**config.mk**
```make
export PLATFORM = sky130hd
export DESIGN_NAME = tcd_core
export DESIGN_NICKNAME = d
export VERILOG_FILES = /design/src/sv/tcd_pkg.sv /design/src/sv/tcd_core.sv
export SDC_FILE = /design/constraint.sdc
export NUM_CORES = 1
export LEC_CHECK = 0
export ABC_CLOCK_PERIOD_IN_PS = 10800
export BUFFER_PORTS_ARGS = -buffer_cell sky130_fd_sc_hd__buf_2
export CORE_MARGIN = 1.5
export CORE_UTILIZATION = 30
export CTS_CLUSTER_DIAMETER = 40
export DETAILED_ROUTE_END_ITERATION = 10
export PLACE_DENSITY = 0.45
export SYNTH_ARGS = -nofsm -noshare
export SYNTH_HDL_FRONTEND = slang
export SYNTH_SLANG_ARGS = --single-unit
```
**constraint.sdc**
```tcl
create_clock -name clk_i -period 10.8 [get_ports clk_i]
set_input_delay 2.7 -clock clk_i [delete_from_list [all_inputs] [get_ports clk_i]]
set_output_delay 2.7 -clock clk_i [all_outputs]
set_load 0.005 [all_outputs]
```
**src/sv/tcd_pkg.sv**
```systemverilog
// Shared types and constants for the table calendar day arithmetic block.
// No dependencies; every other file imports this package.
package tcd_pkg;

  localparam int MONTHS        = 12;
  localparam int YEAR_W        = 12;
  localparam int MONTH_W       = 4;
  localparam int DAY_W         = 6;
  localparam int OFF_W         = 17;
  localparam int COUNT_W       = 20;
  localparam int STAT_W        = 2;
  localparam int MODE_W        = 2;
  localparam int MLEN_W        = 6;
  localparam int YSUM_W        = 9;
  localparam int YENT_W        = MONTHS + YSUM_W;   // written-month mask and year total
  localparam int LIM_W         = 13;
  localparam int YIU_W         = 8;
  localparam int MAX_MONTH_LEN = 32;
  localparam int MAX_YEAR_DAYS = MONTHS * MAX_MONTH_LEN;
  localparam int YEAR_SPAN     = 4096;
  localparam int CFG_IDX_W     = 1;
  localparam int CFG_DATA_W    = 12;

  // Transaction modes
  localparam logic [MODE_W-1:0] MODE_LOAD  = 2'd0;
  localparam logic [MODE_W-1:0] MODE_SHIFT = 2'd1;
  localparam logic [MODE_W-1:0] MODE_DIFF  = 2'd2;
  localparam logic [MODE_W-1:0] MODE_NONE  = 2'd3;

  // Result status codes
  localparam logic [STAT_W-1:0] ST_OK    = 2'd0;
  localparam logic [STAT_W-1:0] ST_MONTH = 2'd1;
  localparam logic [STAT_W-1:0] ST_DAY   = 2'd2;
  localparam logic [STAT_W-1:0] ST_RANGE = 2'd3;

  // Configuration register indexes
  localparam logic [CFG_IDX_W-1:0] CFG_BASE_YEAR    = 1'b0;
  localparam logic [CFG_IDX_W-1:0] CFG_YEARS_IN_USE = 1'b1;

  typedef struct packed {
    logic [MODE_W-1:0]       mode;
    logic [YEAR_W-1:0]       start_year;
    logic [MONTH_W-1:0]      start_month;
    logic [DAY_W-1:0]        start_day;
    logic signed [OFF_W-1:0] day_offset;
    logic [YEAR_W-1:0]       other_year;
    logic [MONTH_W-1:0]      other_month;
    logic [DAY_W-1:0]        other_day;
    logic [MLEN_W-1:0]       month_length;
  } tcd_item_t;

  typedef struct packed {
    logic [YEAR_W-1:0]         result_year;
    logic [MONTH_W-1:0]        result_month;
    logic [DAY_W-1:0]          result_day;
    logic signed [COUNT_W-1:0] day_count;
    logic [STAT_W-1:0]         status;
  } tcd_res_t;

endpackage

```
**src/sv/tcd_core.sv**
```systemverilog
// Sequencer for loads, date checks and day walks over the tables,
// with one shared adder. Depends on tcd_pkg and drives tcd_tables.
module tcd_core import tcd_pkg::*; #(
  parameter int TABLE_YEARS = 128
) (
  input  logic                                     clk_i,
  input  logic                                     rst_ni,
  input  logic [YEAR_W-1:0]                        base_year_i,
  input  logic [YIU_W-1:0]                         years_in_use_i,
  input  logic                                     item_valid_i,
  input  tcd_item_t                                item_i,
  output logic                                     item_ready_o,
  output logic                                     res_valid_o,
  output tcd_res_t                                 res_o,
  input  logic                                     res_ready_i,
  input  logic                                     tbl_busy_i,
  output logic [((TABLE_YEARS > 1) ? $clog2(TABLE_YEARS) : 1)-1:0] year_addr_o,
  output logic                                     year_we_o,
  output logic [YENT_W-1:0]                        year_wdata_o,
  input  logic [YENT_W-1:0]                        year_rdata_i,
  output logic [$clog2(TABLE_YEARS*MONTHS)-1:0]    month_addr_o,
  output logic                                     month_we_o,
  output logic [MLEN_W-1:0]                        month_wdata_o,
  input  logic [MLEN_W-1:0]                        month_rdata_i
);

  localparam int RW    = (TABLE_YEARS > 1) ? $clog2(TABLE_YEARS) : 1;
  localparam int MAW   = $clog2(TABLE_YEARS * MONTHS);
  localparam int POS_W = $clog2(TABLE_YEARS * MAX_YEAR_DAYS + 1);
  localparam int AW    = ((POS_W > OFF_W) ? POS_W : OFF_W) + 2;

  localparam logic [4:0] S_IDLE   = 5'd0;
  localparam logic [4:0] S_CK     = 5'd1;
  localparam logic [4:0] S_LD_RD  = 5'd2;
  localparam logic [4:0] S_LD_WR  = 5'd3;
  localparam logic [4:0] S_CK_RD  = 5'd4;
  localparam logic [4:0] S_CK_LEN = 5'd5;
  localparam logic [4:0] S_PY_RD  = 5'd6;
  localparam logic [4:0] S_PY_ADD = 5'd7;
  localparam logic [4:0] S_PM_RD  = 5'd8;
  localparam logic [4:0] S_PM_ADD = 5'd9;
  localparam logic [4:0] S_NX     = 5'd10;
  localparam logic [4:0] S_TY_RD  = 5'd11;
  localparam logic [4:0] S_TY_USE = 5'd12;
  localparam logic [4:0] S_TM_RD  = 5'd13;
  localparam logic [4:0] S_TM_USE = 5'd14;
  localparam logic [4:0] S_DONE   = 5'd15;

  logic [4:0]           state_q, state_d;
  tcd_item_t            item_q, item_d;
  logic                 date_q, date_d;
  logic [RW-1:0]        row_q, row_d, tr_q, tr_d;
  logic [MONTH_W-1:0]   mo_q, mo_d, tm_q, tm_d;
  logic [MONTHS-1:0]    mask_q, mask_d;
  logic signed [AW-1:0] acc_q, acc_d, p1_q, p1_d;
  tcd_res_t             res_q, res_d;

  logic [YEAR_W-1:0]    cy;
  logic [MONTH_W-1:0]   cm;
  logic [DAY_W-1:0]     cd;
  logic [LIM_W-1:0]     lim, room, row_diff;
  logic                 row_ok;
  logic [MONTHS-1:0]    ymask, msel;
  logic [YSUM_W-1:0]    ysum;
  logic [MLEN_W-1:0]    md, len_sat;
  logic signed [AW-1:0] add_a, add_b, add_sum, cmp_val;
  logic                 ge;
  logic                 accept;

  // Current date under check
  assign cy = date_q ? item_q.other_year  : item_q.start_year;
  assign cm = date_q ? item_q.other_month : item_q.start_month;
  assign cd = date_q ? item_q.other_day   : item_q.start_day;

  // Usable rows: min(years_in_use, table depth, years left before wrap)
  always_comb begin
    room = LIM_W'(YEAR_SPAN) - LIM_W'(base_year_i);
    lim  = LIM_W'(years_in_use_i);
    if (lim > LIM_W'(TABLE_YEARS)) lim = LIM_W'(TABLE_YEARS);
    if (lim > room) lim = room;
  end

  assign row_diff = LIM_W'(cy) - LIM_W'(base_year_i);
  assign row_ok   = (cy >= base_year_i) && (row_diff < lim);

  // Table word views; month lengths count only when marked written
  assign ymask   = year_rdata_i[YENT_W-1 -: MONTHS];
  assign ysum    = year_rdata_i[YSUM_W-1:0];
  assign msel    = ((state_q == S_CK_LEN) || (state_q == S_LD_WR)) ? ymask : mask_q;
  assign md      = msel[mo_q] ? month_rdata_i : '0;
  assign len_sat = (item_q.month_length > MLEN_W'(MAX_MONTH_LEN)) ?
                   MLEN_W'(MAX_MONTH_LEN) : item_q.month_length;

  assign year_addr_o  = row_q;
  assign month_addr_o = MAW'(row_q) * MAW'(MONTHS) + MAW'(mo_q);

  // Shared adder and compare
  always_comb begin
    add_a   = acc_q;
    add_b   = '0;
    cmp_val = '0;
    unique case (state_q)
      S_PY_ADD: add_b = $signed(AW'(ysum));
      S_PM_ADD: add_b = $signed(AW'(md));
      S_TY_USE: begin
        add_b   = -$signed(AW'(ysum));
        cmp_val = $signed(AW'(ysum));
      end
      S_TM_USE: begin
        add_b   = -$signed(AW'(md));
        cmp_val = $signed(AW'(md));
      end
      S_NX: begin
        if (item_q.mode == MODE_DIFF) begin
          add_a = p1_q;
          add_b = -acc_q;
        end else begin
          add_b = AW'($signed(item_q.day_offset));
        end
      end
      default: add_b = '0;
    endcase
  end

  assign add_sum = add_a + add_b;
  assign ge      = (acc_q >= cmp_val);

  assign item_ready_o = (state_q == S_IDLE) && !tbl_busy_i;
  assign accept       = item_valid_i && item_ready_o;
  assign res_valid_o  = (state_q == S_DONE);
  assign res_o        = res_q;

  // Sequencer
  always_comb begin
    state_d       = state_q;
    item_d        = item_q;
    date_d        = date_q;
    row_d         = row_q;
    tr_d          = tr_q;
    mo_d          = mo_q;
    tm_d          = tm_q;
    mask_d        = mask_q;
    acc_d         = acc_q;
    p1_d          = p1_q;
    res_d         = res_q;
    year_we_o     = 1'b0;
    month_we_o    = 1'b0;
    year_wdata_o  = {ymask | (MONTHS'(1) << mo_q),
                     ysum - YSUM_W'(md) + YSUM_W'(len_sat)};
    month_wdata_o = len_sat;
    unique case (state_q)
      S_IDLE: begin
        if (accept) begin
          item_d  = item_i;
          date_d  = 1'b0;
          res_d   = '0;
          state_d = S_CK;
        end
      end
      S_CK: begin
        if (item_q.mode == MODE_NONE) begin
          state_d = S_DONE;
        end else if ((cm == '0) || (cm > MONTH_W'(MONTHS))) begin
          res_d.status = ST_MONTH;
          state_d      = S_DONE;
        end else if (!row_ok) begin
          res_d.status = ST_RANGE;
          state_d      = S_DONE;
        end else begin
          row_d   = row_diff[RW-1:0];
          tr_d    = row_diff[RW-1:0];
          mo_d    = cm - 1'b1;
          tm_d    = cm - 1'b1;
          state_d = (item_q.mode == MODE_LOAD) ? S_LD_RD : S_CK_RD;
        end
      end
      S_LD_RD: state_d = S_LD_WR;
      S_LD_WR: begin
        year_we_o  = 1'b1;
        month_we_o = 1'b1;
        state_d    = S_DONE;
      end
      S_CK_RD: state_d = S_CK_LEN;
      S_CK_LEN: begin
        if ((cd == '0) || (cd > DAY_W'(md))) begin
          res_d.status = ST_DAY;
          state_d      = S_DONE;
        end else begin
          acc_d  = $signed(AW'(cd - 1'b1));
          mask_d = ymask;
          mo_d   = '0;
          row_d  = '0;
          if (tr_q != '0) begin
            state_d = S_PY_RD;
          end else if (tm_q != '0) begin
            state_d = S_PM_RD;
          end else begin
            state_d = S_NX;
          end
        end
      end
      // Sum the totals of the rows before the date
      S_PY_RD: state_d = S_PY_ADD;
      S_PY_ADD: begin
        acc_d = add_sum;
        if (({1'b0, row_q} + 1'b1) == {1'b0, tr_q}) begin
          row_d   = tr_q;
          state_d = (tm_q != '0) ? S_PM_RD : S_NX;
        end else begin
          row_d   = row_q + 1'b1;
          state_d = S_PY_RD;
        end
      end
      // Sum the months before the date within its row
      S_PM_RD: state_d = S_PM_ADD;
      S_PM_ADD: begin
        acc_d   = add_sum;
        mo_d    = mo_q + 1'b1;
        state_d = ((mo_q + 1'b1) == tm_q) ? S_NX : S_PM_RD;
      end
      S_NX: begin
        if ((item_q.mode == MODE_DIFF) && !date_q) begin
          p1_d    = acc_q;
          date_d  = 1'b1;
          state_d = S_CK;
        end else if (item_q.mode == MODE_DIFF) begin
          res_d.day_count = COUNT_W'(add_sum);
          state_d         = S_DONE;
        end else if (add_sum < 0) begin
          res_d.status = ST_RANGE;
          state_d      = S_DONE;
        end else begin
          acc_d   = add_sum;
          row_d   = '0;
          state_d = S_TY_RD;
        end
      end
      // Walk rows to find the shifted date's year
      S_TY_RD: state_d = S_TY_USE;
      S_TY_USE: begin
        if (ge) begin
          if ((LIM_W'(row_q) + 1'b1) < lim) begin
            acc_d   = add_sum;
            row_d   = row_q + 1'b1;
            state_d = S_TY_RD;
          end else begin
            res_d.status = ST_RANGE;
            state_d      = S_DONE;
          end
        end else begin
          mask_d  = ymask;
          mo_d    = '0;
          state_d = S_TM_RD;
        end
      end
      // Walk months inside that row
      S_TM_RD: state_d = S_TM_USE;
      S_TM_USE: begin
        if ((mo_q < MONTH_W'(MONTHS - 1)) && ge) begin
          acc_d   = add_sum;
          mo_d    = mo_q + 1'b1;
          state_d = S_TM_RD;
        end else begin
          res_d.result_year  = YEAR_W'(LIM_W'(base_year_i) + LIM_W'(row_q));
          res_d.result_month = mo_q + 1'b1;
          res_d.result_day   = acc_q[DAY_W-1:0] + 1'b1;
          state_d            = S_DONE;
        end
      end
      S_DONE: begin
        if (res_ready_i) state_d = S_IDLE;
      end
      default: state_d = S_IDLE;
    endcase
  end

  always_ff @(posedge clk_i or negedge rst_ni) begin
    if (!rst_ni) begin
      state_q <= S_IDLE;
    end else begin
      state_q <= state_d;
    end
  end

  always_ff @(posedge clk_i) begin
    item_q <= item_d;
    date_q <= date_d;
    row_q  <= row_d;
    tr_q   <= tr_d;
    mo_q   <= mo_d;
    tm_q   <= tm_d;
    mask_q <= mask_d;
    acc_q  <= acc_d;
    p1_q   <= p1_d;
    res_q  <= res_d;
  end

  // A transaction always starts with the date and load checks
  a_accept_to_check: assert property (@(posedge clk_i) disable iff (!rst_ni)
    accept |=> (state_q == S_CK))
    else $error("accepted transaction did not enter the check step");

  // No table write while the clearing pass runs
  a_no_write_in_clear: assert property (@(posedge clk_i) disable iff (!rst_ni)
    (year_we_o || month_we_o) |-> !tbl_busy_i)
    else $error("table write during clearing pass");

  // The prefix row walk stays below the date's row
  a_prefix_row: assert property (@(posedge clk_i) disable iff (!rst_ni)
    (state_q == S_PY_ADD) |-> (row_q < tr_q))
    else $error("prefix walk passed the target row");

  // Month walk stays inside the twelve months
  a_month_walk: assert property (@(posedge clk_i) disable iff (!rst_ni)
    ((state_q == S_TM_USE) || (state_q == S_PM_ADD)) |-> (mo_q < MONTH_W'(MONTHS)))
    else $error("month walk index out of range");

endmodule
```
==> flow_results.xml, run 1 <==
<?xml version="1.0" encoding="UTF-8"?>
<metrics>
  <group name="outcome">
    <metric name="outcome" unit="">completed</metric>
  </group>
  <group name="clock_tree">
    <metric name="tritoncts.num_buffers" unit="">17</metric>
    <metric name="cts-root-buf" unit="">sky130_fd_sc_hd__clkbuf_16</metric>
    <metric name="clock_tree.htree_level_count" unit="">4</metric>
    <metric name="post_cts_resized" unit="">0</metric>
    <metric name="post-cts-setup-buffer-count" unit="">0</metric>
    <metric name="cts.sink_count" unit="">189</metric>
    <metric name="cts_tree" unit="">yes</metric>
    <metric name="cts_max_path_buffers" unit="">2</metric>
    <metric name="clkLatencyLatePin" unit="ns">0.50</metric>
    <metric name="path_clk_slew" unit="ns">0.08</metric>
    <metric name="cts_hold_repair.buffers" unit="">0</metric>
  </group>
  <group name="place">
    <metric name="placedCellCount" unit="">2123</metric>
    <metric name="finalWeightedCongestion" unit="">0.908</metric>
    <metric name="hpwlAfterDp" unit="um">34500</metric>
    <metric name="placement.setup.worst_slack" unit="ns">1.54</metric>
    <metric name="io_buffers" unit="">213</metric>
  </group>
  <group name="layout">
    <metric name="antenna_cells" unit="">0</metric>
    <metric name="nFillCells" unit="">4568</metric>
    <metric name="nets" unit="">1797</metric>
    <metric name="flow.area_growth_from_synthesis" unit="%">17.4</metric>
    <metric name="post_route_cells_drive_above_1_share" unit="%">19.7</metric>
    <metric name="post_layout_nonfiller_instances" unit="">2155</metric>
  </group>
  <group name="synthesis">
    <metric name="synth_top_area_cell" unit="">sky130_fd_sc_hd__edfxtp_1</metric>
    <metric name="synth.top_cells.by_area" unit="">sky130_fd_sc_hd__edfxtp_1 (42%), sky130_fd_sc_hd__ha_1 (11%), sky130_fd_sc_hd__xnor2_1 (4.2%)</metric>
    <metric name="library_cell_with_the_highest_instance_count_after_synthesis" unit="">sky130_fd_sc_hd__edfxtp_1</metric>
    <metric name="synth.top_cell.area_share" unit="%">41.6</metric>
    <metric name="synthesis.area" unit="um^2">13400</metric>
    <metric name="synthDistinctLibCells" unit="">82</metric>
    <metric name="synth-edff-count" unit="">185</metric>
    <metric name="yosys_warnings" unit="">0</metric>
    <metric name="ys_async_sr_fraction" unit="%">2.12</metric>
    <metric name="ys_ff_latch" unit="">189</metric>
    <metric name="post_synth_inst_count" unit="">1342</metric>
    <metric name="ys_seq_area_share" unit="%">42.3</metric>
    <metric name="dominantRegCellSynth" unit="">sky130_fd_sc_hd__edfxtp_1</metric>
    <metric name="postSynthAreaPerCell" unit="um^2">9.95</metric>
    <metric name="synth_top_cells_by_count" unit="">sky130_fd_sc_hd__edfxtp_1 (185), sky130_fd_sc_hd__nand2_1 (146), sky130_fd_sc_hd__nor2_1 (119), sky130_fd_sc_hd__ha_1 (115), sky130_fd_sc_hd__a21oi_1 (87)</metric>
  </group>
  <group name="min_path">
    <metric name="min-delay-path-class" unit="">reg2reg</metric>
    <metric name="holdPathEnd" unit="">p1_q[16]</metric>
    <metric name="timing.hold.worst_path_depth" unit="">0</metric>
    <metric name="worst_hold_startpoint" unit="">acc_q[16]</metric>
  </group>
  <group name="detailed_routing">
    <metric name="detailed_router_iteration_count_before_antenna_repair" unit="">5</metric>
    <metric name="vias_per_cell" unit="">5.10</metric>
    <metric name="routedWlPerCell" unit="um">20.6</metric>
    <metric name="vias" unit="">11001</metric>
    <metric name="ant_nets_after_route" unit="">0</metric>
    <metric name="drtIter0Drc" unit="">885</metric>
    <metric name="postRouteWirelength" unit="um">44500</metric>
    <metric name="post-route-drc-count" unit="">0</metric>
  </group>
  <group name="grt">
    <metric name="grt_antenna_before_repair" unit="">2</metric>
    <metric name="first_global_vias" unit="">10874</metric>
    <metric name="grt_util_met3" unit="%">4.14</metric>
    <metric name="grtUsageTotal" unit="%">19.6</metric>
    <metric name="global_route_wire_length_before_repair" unit="um">66800</metric>
    <metric name="global_route.overflow_total" unit="">0</metric>
    <metric name="grt_util_met2" unit="%">32.1</metric>
    <metric name="gr-max-usage-layer" unit="">met2</metric>
    <metric name="pin_count_of_the_biggest_net_entering_global_routing" unit="">47</metric>
    <metric name="global_route_met1_usage" unit="%">24.8</metric>
  </group>
  <group name="floorplanning">
    <metric name="die_span_x" unit="um">214</metric>
    <metric name="die_area" unit="um^2">45800</metric>
    <metric name="fp-row-count" unit="">77</metric>
    <metric name="ios" unit="">214</metric>
    <metric name="die_boundary_height" unit="um">214</metric>
    <metric name="core_region_area" unit="um^2">44100</metric>
    <metric name="initial_core_util" unit="%">30.3</metric>
  </group>
  <group name="sta">
    <metric name="tns" unit="ns">0</metric>
    <metric name="final_min_period_over_clock_period" unit="%">85.6</metric>
    <metric name="timing.clock.skew" unit="ns">0.0153</metric>
    <metric name="maxSlewHeadroom" unit="%">25.3</metric>
    <metric name="rsz0062_at_grt" unit="">no</metric>
    <metric name="worst-slew-pin-transition" unit="ns">1.12</metric>
    <metric name="timing.final.ws_setup" unit="ns">1.56</metric>
    <metric name="final_hold_viol_count" unit="">0</metric>
    <metric name="setup-violations-final" unit="">0</metric>
    <metric name="final-max-slew-violation-count" unit="">0</metric>
    <metric name="finalCriticalPeriod" unit="ns">9.24</metric>
    <metric name="timing.fmax" unit="GHz">0.108</metric>
  </group>
  <group name="power_and_ir_drop">
    <metric name="seqPwrFrac" unit="%">28.5</metric>
    <metric name="ir_drop" unit="V">0.000131</metric>
    <metric name="clkPwrFrac" unit="%">14.6</metric>
    <metric name="power.switching_fraction" unit="%">46.3</metric>
    <metric name="total_power" unit="mW">4.38</metric>
    <metric name="cell_internal_pwr" unit="mW">2.35</metric>
    <metric name="power.share.combinational" unit="%">57.0</metric>
    <metric name="netSwitchingPower" unit="mW">2.03</metric>
    <metric name="power.leakage" unit="nW">6.55</metric>
    <metric name="power-per-cell-area" unit="nW/um^2">279</metric>
  </group>
  <group name="setup_path">
    <metric name="worst_r2r_setup_slack" unit="ns">3.40</metric>
    <metric name="required" unit="ns">8.10</metric>
    <metric name="rr_startpoint" unit="">state_q[0]</metric>
    <metric name="crit_arrival" unit="ns">6.54</metric>
    <metric name="worstSetupStartpointType" unit="">input port</metric>
    <metric name="nature_of_the_critical_path_endpoint" unit="">primary output</metric>
    <metric name="worst-r2r-cell-count" unit="">23</metric>
    <metric name="cp_max_fo" unit="">8</metric>
    <metric name="timing.setup.critical_path_class" unit="">in2out</metric>
    <metric name="regToRegEndpoint" unit="">acc_q[11]</metric>
  </group>
  <group name="job">
    <metric name="max_cap_violations" unit="">0</metric>
  </group>
</metrics>
## cells by family after synthesis
group | count (synthesis) | synth area share (%)
and+or+nand+nor | 439 | 15.5
AOI/OAI and AO/OA | 302 | 14.4
DFF | 189 | 42.3
buffers and inverters | 137 | 4.11
adders and majority gates | 126 | 12.4
xor gates and xnor gates | 108 | 7.33
muxes | 40 | 3.82
other | 1 | 0.0281
## cell type report
type                            count  area [um^2]  area share (%)
Tap cell                          592          741            4.72
Timing Repair Buffer              230         1190            7.61
Multi-Input combinational cell   1020         7180            45.8
Clock inverter                     14          139           0.886
Inverter                           92          345            2.20
Sequential cell                   189         5660            36.1
Clock buffer                       18          429            2.74
## worst max-delay path: stages
cell and delay (ns):
sky130_fd_sc_hd__buf_2 0.11, sky130_fd_sc_hd__mux4_2 0.47, sky130_fd_sc_hd__mux4_2 0.51, sky130_fd_sc_hd__mux2_2 0.36, sky130_fd_sc_hd__nand2_1 0.16, sky130_fd_sc_hd__inv_2 0.08
sky130_fd_sc_hd__fa_1 0.53, sky130_fd_sc_hd__inv_1 0.06, sky130_fd_sc_hd__ha_1 0.28, sky130_fd_sc_hd__a21o_1 0.18, sky130_fd_sc_hd__a21oi_1 0.21, sky130_fd_sc_hd__o21ai_0 0.11
sky130_fd_sc_hd__a21oi_1 0.23, sky130_fd_sc_hd__o21bai_1 0.09, sky130_fd_sc_hd__a21oi_1 0.17, sky130_fd_sc_hd__xor2_1 0.15, sky130_fd_sc_hd__buf_2 0.12
## through the flow
step                      utilization [%]  hold WS [ns]  cell area, um^2
after floorplan                         -         0.455            13400
final                                35.5         0.548            15700
after detailed placement             34.3         0.535            15100
after global routing                 35.5         0.567            15700
after global placement               34.3         0.528            15100
after CTS                            35.5         0.554            15700
## cell usage in the layout, fill, tap and decap left out, types with 8 or more instances in the layout
| master | n |
|---|---|
| sky130_fd_sc_hd__mux2_2 | 18 |
| sky130_fd_sc_hd__and3_1 | 11 |
| sky130_fd_sc_hd__o211ai_1 | 10 |
| sky130_fd_sc_hd__buf_2 | 213 |
| sky130_fd_sc_hd__xor2_1 | 42 |
| sky130_fd_sc_hd__nand4_1 | 11 |
| sky130_fd_sc_hd__nor2_1 | 117 |
| sky130_fd_sc_hd__o21a_1 | 13 |
| sky130_fd_sc_hd__a21o_1 | 25 |
| sky130_fd_sc_hd__nand2_1 | 146 |
| sky130_fd_sc_hd__or3_1 | 10 |
| sky130_fd_sc_hd__and2_1 | 13 |
| sky130_fd_sc_hd__a211oi_1 | 10 |
| sky130_fd_sc_hd__buf_4 | 17 |
| sky130_fd_sc_hd__nand2b_1 | 11 |
| sky130_fd_sc_hd__edfxtp_1 | 185 |
| sky130_fd_sc_hd__a21oi_1 | 87 |
| sky130_fd_sc_hd__fa_1 | 11 |
| sky130_fd_sc_hd__inv_1 | 85 |
| sky130_fd_sc_hd__xnor2_1 | 64 |
| sky130_fd_sc_hd__nor2b_1 | 21 |
| sky130_fd_sc_hd__o21ai_0 | 71 |
| sky130_fd_sc_hd__nand3_1 | 26 |
| sky130_fd_sc_hd__nor3_1 | 34 |
| sky130_fd_sc_hd__clkbuf_16 | 17 |
| sky130_fd_sc_hd__mux2i_1 | 15 |
| sky130_fd_sc_hd__ha_1 | 115 |
| sky130_fd_sc_hd__o21bai_1 | 8 |
| sky130_fd_sc_hd__a22oi_1 | 11 |
## worst max-delay path by stage
stage,depth (start not counted),startpoint,to,slack (ns)
CTS,20,year_rdata_i[15],year_wdata_o[8],1.54
finish,17,year_rdata_i[13],year_wdata_o[7],1.56
detailed placement,20,year_rdata_i[13],year_wdata_o[8],1.54
floorplan,16,year_rdata_i[14],year_wdata_o[8],2.05
global route,20,year_rdata_i[13],year_wdata_o[8],1.29
global placement,20,year_rdata_i[13],year_wdata_o[8],1.55
## metal layers
layer  vias up  share of wire [%]
li1       5286                  -
met1      5309                 44
met2       331                 47
met3        71                5.1
met4         4                3.2
met5         -              0.061
## power groups by stage
stage	Sequential (mW)	Clock (mW)	Combinational, mW
2_1_floorplan	1.14	0	1.77
3_3_place_gp	1.27	0	2.49
3_5_place_dp	1.26	0	2.50
4_1_cts	1.25	0.665	2.51
5_1_grt	1.27	0.688	2.78
6_report	1.25	0.639	2.50
## sequential cells by signal, summed over array words and instances (netlist names)
name / cells
acc_q: 19
date_q: 1
item_q: 69
mask_q: 12
mo_q: 4
p1_q: 19
res_o: 43
state_q: 4
tm_q: 4
tr_q: 7
year_addr_o: 7
Note: power is estimated with default switching activity, not from simulation.
==> inputs of run 2 (changes only) <==
--- a/config.mk
+++ b/config.mk
@@ -7,11 +7,15 @@
 export LEC_CHECK = 0
 export ABC_CLOCK_PERIOD_IN_PS = 10800
 export BUFFER_PORTS_ARGS = -buffer_cell sky130_fd_sc_hd__buf_2
+export CELL_PAD_IN_SITES_DETAIL_PLACEMENT = 0
+export CELL_PAD_IN_SITES_GLOBAL_PLACEMENT = 2
 export CORE_MARGIN = 1.5
 export CORE_UTILIZATION = 30
 export CTS_CLUSTER_DIAMETER = 40
 export DETAILED_ROUTE_END_ITERATION = 10
-export PLACE_DENSITY = 0.45
+export HOLD_SLACK_MARGIN = 0.03
+export PLACE_DENSITY = 0.66
+export SKIP_CTS_REPAIR_TIMING = 1
 export SYNTH_ARGS = -nofsm -noshare
 export SYNTH_HDL_FRONTEND = slang
 export SYNTH_SLANG_ARGS = --single-unit
==> run 2 against run 1 <==
Net effect: design area increased by 0.14%; worst hold slack improved by 0.043 ns; total power increased by 0.59%.
==> flow_results.xml, run 2 (same netlist as run 1, synthesis figures left out) <==
<?xml version="1.0" encoding="UTF-8"?>
<metrics>
  <group name="setup_path">
    <metric name="worst_r2r_setup_slack" unit="ns">3.34</metric>
    <metric name="required" unit="ns">8.10</metric>
    <metric name="worst-r2r-cell-count" unit="">23</metric>
    <metric name="nature_of_the_critical_path_endpoint" unit="">primary output</metric>
    <metric name="regToRegEndpoint" unit="">acc_q[7]</metric>
    <metric name="crit_path_cell_trace" unit="">buf_2 -&gt; mux4_2 -&gt; mux4_2 -&gt; mux2_2 -&gt; and2_1 -&gt; ha_1 -&gt; inv_1 -&gt; ha_1 -&gt; inv_1 -&gt; fa_1 -&gt; inv_1 -&gt; a21oi_1 -&gt; o21ai_0 -&gt; a21oi_1 -&gt; o21bai_1 -&gt; a21oi_1 -&gt; nor2_1 -&gt; nor2_1 -&gt; xor2_1 -&gt; buf_2</metric>
    <metric name="rr_startpoint" unit="">state_q[3]</metric>
    <metric name="worstSetupStartpointType" unit="">input port</metric>
    <metric name="timing.critical_path.slowest_cell_delay" unit="ns">0.52</metric>
    <metric name="crit_arrival" unit="ns">6.62</metric>
    <metric name="timing.setup.critical_path_class" unit="">in2out</metric>
    <metric name="cp_max_fo" unit="">8</metric>
    <metric name="crit_slowest_cell" unit="">sky130_fd_sc_hd__mux4_2</metric>
  </group>
  <group name="clock_tree">
    <metric name="clkLatencyLatePin" unit="ns">0.50</metric>
    <metric name="clock_tree.htree_level_count" unit="">4</metric>
    <metric name="cts-root-buf" unit="">sky130_fd_sc_hd__clkbuf_16</metric>
    <metric name="cts_max_path_buffers" unit="">2</metric>
    <metric name="cts.sink_count" unit="">189</metric>
    <metric name="tritoncts.num_buffers" unit="">17</metric>
    <metric name="cts_tree" unit="">yes</metric>
    <metric name="path_clk_slew" unit="ns">0.08</metric>
  </group>
  <group name="min_path">
    <metric name="worst_hold_startpoint" unit="">acc_q[16]</metric>
    <metric name="min-delay-path-class" unit="">reg2reg</metric>
    <metric name="holdPathEnd" unit="">p1_q[16]</metric>
    <metric name="timing.hold.worst_path_depth" unit="">0</metric>
  </group>
  <group name="sta">
    <metric name="timing.final.ws_setup" unit="ns">1.48</metric>
    <metric name="finalCriticalPeriod" unit="ns">9.32</metric>
    <metric name="setup-violations-final" unit="">0</metric>
    <metric name="final-max-slew-violation-count" unit="">0</metric>
    <metric name="tns" unit="ns">0</metric>
    <metric name="worst-slew-pin-transition" unit="ns">1.09</metric>
    <metric name="timing.fmax" unit="GHz">0.107</metric>
    <metric name="timing.clock.skew" unit="ns">0.0125</metric>
    <metric name="final_hold_viol_count" unit="">0</metric>
    <metric name="rsz0062_at_grt" unit="">no</metric>
    <metric name="maxSlewHeadroom" unit="%">27.4</metric>
    <metric name="final_min_period_over_clock_period" unit="%">86.3</metric>
  </group>
  <group name="grt">
    <metric name="global_route.overflow_total" unit="">0</metric>
    <metric name="first_global_vias" unit="">10961</metric>
    <metric name="grtUsageTotal" unit="%">20.0</metric>
    <metric name="pin_count_of_the_biggest_net_entering_global_routing" unit="">48</metric>
    <metric name="global_route_wire_length_before_repair" unit="um">67800</metric>
    <metric name="grt_antenna_before_repair" unit="">0</metric>
  </group>
  <group name="power_and_ir_drop">
    <metric name="power-per-cell-area" unit="nW/um^2">281</metric>
    <metric name="total_power" unit="mW">4.41</metric>
    <metric name="power.leakage" unit="nW">6.56</metric>
    <metric name="ir_drop" unit="V">0.0000989</metric>
  </group>
  <group name="layout">
    <metric name="post_route_cells_drive_above_1_share" unit="%">19.7</metric>
    <metric name="nets" unit="">1799</metric>
    <metric name="flow.area_growth_from_synthesis" unit="%">17.6</metric>
    <metric name="most_common_cell_after_layout_fill_and_taps_aside" unit="">sky130_fd_sc_hd__buf_2</metric>
    <metric name="antenna_cells" unit="">0</metric>
    <metric name="largest_reg_flops" unit="">69</metric>
    <metric name="top_register" unit="">item_q</metric>
    <metric name="final_cell_mix" unit="">sky130_fd_sc_hd__buf_2 (213), sky130_fd_sc_hd__edfxtp_1 (185), sky130_fd_sc_hd__nand2_1 (146), sky130_fd_sc_hd__nor2_1 (118), sky130_fd_sc_hd__ha_1 (115)</metric>
    <metric name="post_layout_nonfiller_instances" unit="">2157</metric>
    <metric name="nFillCells" unit="">4588</metric>
  </group>
  <group name="detailed_routing">
    <metric name="post-route-drc-count" unit="">0</metric>
    <metric name="vias" unit="">10884</metric>
    <metric name="drtIter0Drc" unit="">736</metric>
    <metric name="vias_per_cell" unit="">5.05</metric>
    <metric name="postRouteWirelength" unit="um">45400</metric>
    <metric name="detailed_router_iteration_count_before_antenna_repair" unit="">5</metric>
    <metric name="ant_nets_after_route" unit="">0</metric>
    <metric name="routedWlPerCell" unit="um">21.1</metric>
  </group>
  <group name="place">
    <metric name="placement.setup.worst_slack" unit="ns">1.47</metric>
    <metric name="io_buffers" unit="">213</metric>
    <metric name="hpwlAfterDp" unit="um">35400</metric>
    <metric name="finalWeightedCongestion" unit="">0.866</metric>
    <metric name="placedCellCount" unit="">2125</metric>
  </group>
  <group name="floorplanning">
    <metric name="die_area" unit="um^2">45800</metric>
    <metric name="die_boundary_height" unit="um">214</metric>
    <metric name="fp-row-count" unit="">77</metric>
    <metric name="ios" unit="">214</metric>
    <metric name="core_region_area" unit="um^2">44100</metric>
    <metric name="initial_core_util" unit="%">30.3</metric>
    <metric name="die_span_x" unit="um">214</metric>
  </group>
  <group name="job">
    <metric name="max_cap_violations" unit="">0</metric>
  </group>
  <group name="outcome">
    <metric name="outcome" unit="">completed</metric>
  </group>
</metrics>
[run 2: stage by stage]
stage	cell area [um^2]	hold WS [ns]	utilization, %
floorplan	13400	0.455	-
global placement	15100	0.559	34.3
detailed placement	15100	0.576	34.3
CTS	15700	0.597	35.6
global route	15700	0.611	35.6
finish	15700	0.591	35.6
[run 2: worst max-delay path: cells and delay by family]
| family | cells | cell delay, ns |
|---|---|---|
| xor gates and xnor gates | 1 | 0.13 |
| AOI/OAI and AO/OA | 5 | 0.76 |
| and+or+nand+nor | 3 | 0.40 |
| buffers and inverters | 5 | 0.44 |
| adders and majority gates | 3 | 0.86 |
| muxes | 3 | 1.32 |
[run 2: area by class of cell]
cell class	instances	area (um^2)	area share [%]
Multi-Input combinational cell	1020	7180	45.7
Sequential cell	189	5660	36.0
Timing Repair Buffer	232	1210	7.70
Tap cell	592	741	4.72
Clock buffer	18	429	2.73
Inverter	92	347	2.21
Clock inverter	14	148	0.940
[run 2: worst max-delay path by stage]
stage	end	slack, ns	cells after the start	start
3_5_place_dp	year_wdata_o[8]	1.47	20	year_rdata_i[13]
3_3_place_gp	year_wdata_o[8]	1.54	20	year_rdata_i[13]
4_1_cts	year_wdata_o[8]	1.46	20	year_rdata_i[13]
2_1_floorplan	year_wdata_o[8]	2.05	16	year_rdata_i[14]
6_report	year_wdata_o[8]	1.48	20	year_rdata_i[14]
5_1_grt	year_wdata_o[8]	1.21	20	year_rdata_i[10]
[run 2: layer usage]
| layer | vias up | track usage (%) | routed length, um |
|---|---|---|---|
| li1 | 5297 | - | - |
| met5 | - | 0 | 0 |
| met3 | 44 | 3.60 | 1750 |
| met1 | 5255 | 25.7 | 20600 |
| met4 | 0 | 7.49 | 1060 |
| met2 | 288 | 33.5 | 22000 |
[run 2: report_power, final]
group          switching, mW  internal, mW  total, mW
clock network          0.333         0.308      0.641
logic                   1.51          1.03       2.54
registers              0.210          1.02       1.23
total                   2.05          2.36       4.41
==> inputs of run 3 (changes only) <==
--- a/config.mk
+++ b/config.mk
@@ -5,16 +5,16 @@
 export SDC_FILE = /design/constraint.sdc
 export NUM_CORES = 1
 export LEC_CHECK = 0
-export ABC_CLOCK_PERIOD_IN_PS = 10800
+export ABC_CLOCK_PERIOD_IN_PS = 8900
 export BUFFER_PORTS_ARGS = -buffer_cell sky130_fd_sc_hd__buf_2
 export CELL_PAD_IN_SITES_DETAIL_PLACEMENT = 0
 export CELL_PAD_IN_SITES_GLOBAL_PLACEMENT = 2
 export CORE_MARGIN = 1.5
-export CORE_UTILIZATION = 30
+export CORE_UTILIZATION = 37
 export CTS_CLUSTER_DIAMETER = 40
 export DETAILED_ROUTE_END_ITERATION = 10
 export HOLD_SLACK_MARGIN = 0.03
-export PLACE_DENSITY = 0.66
+export PLACE_DENSITY = 0.79
 export SKIP_CTS_REPAIR_TIMING = 1
 export SYNTH_ARGS = -nofsm -noshare
 export SYNTH_HDL_FRONTEND = slang
==> constraint.sdc (replaced) <==
create_clock -name clk_i -period 8.9 [get_ports clk_i]
set_input_delay 2.225 -clock clk_i [delete_from_list [all_inputs] [get_ports clk_i]]
set_output_delay 2.225 -clock clk_i [all_outputs]
set_load 0.005 [all_outputs]
==> run 3 against run 2 <==
Net effect: sequential cell count unchanged; sequential power increased by 20%; worst hold slack worse by 0.00055 ns; critical endpoint unchanged; count of clock-buffer cells in the layout rose by 1; clock skew up 0.0013 ns; utilization up 8.1 points; via count is 0.56% higher; highest routed layer unchanged; worst setup slack got worse by 0.95 ns; global-route usage rose by 3.0 points; sequential share of layout area rose by 0.35 points.
==> flow_results.xml, run 3 (same netlist as run 1, synthesis figures left out) <==
<?xml version="1.0" encoding="UTF-8"?>
<metrics>
  <group name="layout">
    <metric name="nFillCells" unit="">3507</metric>
    <metric name="final_cell_mix" unit="">sky130_fd_sc_hd__buf_2 (213), sky130_fd_sc_hd__edfxtp_1 (185), sky130_fd_sc_hd__nand2_1 (146), sky130_fd_sc_hd__nor2_1 (118), sky130_fd_sc_hd__ha_1 (115)</metric>
    <metric name="flow.area_growth_from_synthesis" unit="%">16.4</metric>
    <metric name="most_common_cell_after_layout_fill_and_taps_aside" unit="">sky130_fd_sc_hd__buf_2</metric>
    <metric name="postLayoutCellArea" unit="um^2">15600</metric>
    <metric name="nets" unit="">1800</metric>
    <metric name="top_register" unit="">item_q</metric>
    <metric name="post_route_cells_drive_above_1_share" unit="%">19.8</metric>
    <metric name="antenna_cells" unit="">0</metric>
    <metric name="largest_reg_flops" unit="">69</metric>
    <metric name="post_layout_nonfiller_instances" unit="">2027</metric>
  </group>
  <group name="setup_path">
    <metric name="regToRegEndpoint" unit="">acc_q[12]</metric>
    <metric name="worstSetupStartpointType" unit="">input port</metric>
    <metric name="nature_of_the_critical_path_endpoint" unit="">primary output</metric>
    <metric name="worst-r2r-cell-count" unit="">23</metric>
    <metric name="required" unit="ns">6.68</metric>
    <metric name="worst_r2r_setup_slack" unit="ns">1.56</metric>
    <metric name="timing.setup.critical_path_class" unit="">in2out</metric>
    <metric name="rr_startpoint" unit="">state_q[2]</metric>
    <metric name="cp_max_fo" unit="">8</metric>
    <metric name="crit_arrival" unit="ns">6.14</metric>
  </group>
  <group name="place">
    <metric name="io_buffers" unit="">213</metric>
    <metric name="hpwlAfterDp" unit="um">33100</metric>
    <metric name="finalWeightedCongestion" unit="">0.878</metric>
    <metric name="placedCellCount" unit="">1995</metric>
    <metric name="postPlaceCellArea" unit="um^2">15000</metric>
  </group>
  <group name="power_and_ir_drop">
    <metric name="cell_internal_pwr" unit="mW">2.89</metric>
    <metric name="clkPwrFrac" unit="%">14.8</metric>
    <metric name="power.switching_fraction" unit="%">45.6</metric>
    <metric name="power.share.combinational" unit="%">57.3</metric>
    <metric name="ir_drop" unit="V">0.000183</metric>
    <metric name="netSwitchingPower" unit="mW">2.42</metric>
    <metric name="seqPwrFrac" unit="%">28.0</metric>
    <metric name="power-per-cell-area" unit="nW/um^2">341</metric>
    <metric name="power.leakage" unit="nW">6.57</metric>
  </group>
  <group name="detailed_routing">
    <metric name="drtIter0Drc" unit="">859</metric>
    <metric name="postRouteWirelength" unit="um">42400</metric>
    <metric name="vias" unit="">10945</metric>
    <metric name="detailed_router_iteration_count_before_antenna_repair" unit="">6</metric>
    <metric name="post-route-drc-count" unit="">0</metric>
    <metric name="routedWlPerCell" unit="um">20.9</metric>
    <metric name="ant_nets_after_route" unit="">0</metric>
    <metric name="vias_per_cell" unit="">5.40</metric>
  </group>
  <group name="min_path">
    <metric name="holdPathEnd" unit="">p1_q[14]</metric>
    <metric name="worst_hold_startpoint" unit="">acc_q[14]</metric>
    <metric name="min-delay-path-class" unit="">reg2reg</metric>
    <metric name="timing.hold.worst_path_depth" unit="">0</metric>
  </group>
  <group name="grt">
    <metric name="grt_antenna_before_repair" unit="">0</metric>
    <metric name="global_route.overflow_total" unit="">0</metric>
    <metric name="global_route_wire_length_before_repair" unit="um">63500</metric>
    <metric name="grtUsageTotal" unit="%">23.0</metric>
    <metric name="first_global_vias" unit="">10818</metric>
    <metric name="pin_count_of_the_biggest_net_entering_global_routing" unit="">52</metric>
  </group>
  <group name="sta">
    <metric name="fin_worst_hold_slack" unit="ns">0.590</metric>
    <metric name="worst-slew-pin-transition" unit="ns">1.09</metric>
    <metric name="finalCriticalPeriod" unit="ns">8.37</metric>
    <metric name="rsz0062_at_grt" unit="">no</metric>
    <metric name="final-max-slew-violation-count" unit="">0</metric>
    <metric name="final_min_period_over_clock_period" unit="%">94.0</metric>
    <metric name="maxSlewHeadroom" unit="%">27.1</metric>
    <metric name="final_hold_viol_count" unit="">0</metric>
    <metric name="tns" unit="ns">0</metric>
    <metric name="timing.fmax" unit="GHz">0.119</metric>
    <metric name="setup-violations-final" unit="">0</metric>
    <metric name="timing.clock.skew" unit="ns">0.0138</metric>
  </group>
  <group name="floorplanning">
    <metric name="fp-row-count" unit="">69</metric>
    <metric name="initial_core_util" unit="%">37.6</metric>
    <metric name="die_area" unit="um^2">37300</metric>
    <metric name="die_span_x" unit="um">193</metric>
    <metric name="die_boundary_height" unit="um">193</metric>
    <metric name="ios" unit="">214</metric>
    <metric name="core_region_area" unit="um^2">35600</metric>
  </group>
  <group name="clock_tree">
    <metric name="cts-root-buf" unit="">sky130_fd_sc_hd__clkbuf_16</metric>
    <metric name="clkLatencyLatePin" unit="ns">0.46</metric>
    <metric name="path_clk_slew" unit="ns">0.08</metric>
    <metric name="cts_max_path_buffers" unit="">2</metric>
    <metric name="tritoncts.num_buffers" unit="">17</metric>
    <metric name="cts.sink_count" unit="">189</metric>
    <metric name="cts_tree" unit="">yes</metric>
    <metric name="clock_tree.htree_level_count" unit="">4</metric>
  </group>
  <group name="job">
    <metric name="max_cap_violations" unit="">0</metric>
  </group>
  <group name="outcome">
    <metric name="outcome" unit="">completed</metric>
  </group>
</metrics>
-- run 3: changes by cell type in the layout (fill, tap and decap cells not counted) --
cell	delta
sky130_fd_sc_hd__inv_8	-3
sky130_fd_sc_hd__inv_6	+2
sky130_fd_sc_hd__buf_4	+1
sky130_fd_sc_hd__bufinv_16	+1
sky130_fd_sc_hd__clkbuf_1	+1
sky130_fd_sc_hd__clkinv_2	-1
sky130_fd_sc_hd__clkinv_4	+1
sky130_fd_sc_hd__clkinv_8	-1
sky130_fd_sc_hd__clkinvlp_4	-1
sky130_fd_sc_hd__inv_2	+1
sky130_fd_sc_hd__nor3_1	-1
sky130_fd_sc_hd__nor3_2	+1
-- run 3: worst max-delay path, stage by stage --
cell and delay [ns]:
sky130_fd_sc_hd__buf_2 0.11, sky130_fd_sc_hd__mux4_2 0.46, sky130_fd_sc_hd__mux4_2 0.52, sky130_fd_sc_hd__mux2_2 0.35, sky130_fd_sc_hd__and2_1 0.26, sky130_fd_sc_hd__ha_1 0.31, sky130_fd_sc_hd__inv_1 0.06, sky130_fd_sc_hd__ha_1 0.15
sky130_fd_sc_hd__inv_1 0.05, sky130_fd_sc_hd__fa_1 0.39, sky130_fd_sc_hd__inv_1 0.07, sky130_fd_sc_hd__a21oi_1 0.06, sky130_fd_sc_hd__o21ai_0 0.27, sky130_fd_sc_hd__a21oi_1 0.12, sky130_fd_sc_hd__o21bai_1 0.22, sky130_fd_sc_hd__a21oi_1 0.11
sky130_fd_sc_hd__nor2_1 0.09, sky130_fd_sc_hd__nor2_1 0.05, sky130_fd_sc_hd__xor2_1 0.13, sky130_fd_sc_hd__buf_2 0.13
-- run 3: metrics by stage --
stage	power [mW]	utilization, %	setup WS (ns)
6_report	5.31	43.7	0.531
5_1_grt	5.75	43.7	0.296
4_1_cts	5.34	43.7	0.536
3_5_place_dp	4.54	42.1	0.511
3_3_place_gp	4.53	42.1	0.555
2_1_floorplan	3.52	-	0.992
-- run 3: routing by layer --
layer  up-vias  wire [um]  global-route usage, %  part of all wire, %
met5         -          0                      0                    0
met4         0       1180                   8.14                  2.8
met3        56       1990                   3.82                  4.7
met2       326      20100                   38.5                   47
met1      5273      19100                   30.1                   45
li1       5290          -                      -                    -
-- run 3: worst max path at each step --
| stage | start | to | cells after the start |
|---|---|---|---|
| final | year_rdata_i[15] | year_wdata_o[8] | 20 |
| after global routing | year_rdata_i[11] | year_wdata_o[8] | 20 |
| after CTS | year_rdata_i[15] | year_wdata_o[8] | 20 |
| after detailed placement | year_rdata_i[10] | acc_q[7] | 22 |
| after global placement | year_rdata_i[13] | acc_q[7] | 22 |
| after floorplan | year_rdata_i[14] | acc_q[0] | 20 |
-- run 3: area by class of cell --
type | instances | area [um^2] | share of cell area, %
Clock buffer | 19 | 433 | 2.78
Clock inverter | 13 | 146 | 0.941
Inverter | 92 | 345 | 2.22
Multi-Input combinational cell | 1020 | 7180 | 46.2
Sequential cell | 189 | 5660 | 36.4
Tap cell | 461 | 577 | 3.71
Timing Repair Buffer | 233 | 1220 | 7.82
-- run 3: power by group through the flow --
stage,Clock [mW],Combinational (mW),Sequential [mW]
final,0.784,3.04,1.48
after global routing,0.830,3.41,1.51
after CTS,0.804,3.05,1.49
after detailed placement,0,3.03,1.51
after global placement,0,3.03,1.50
after floorplan,0,2.14,1.38
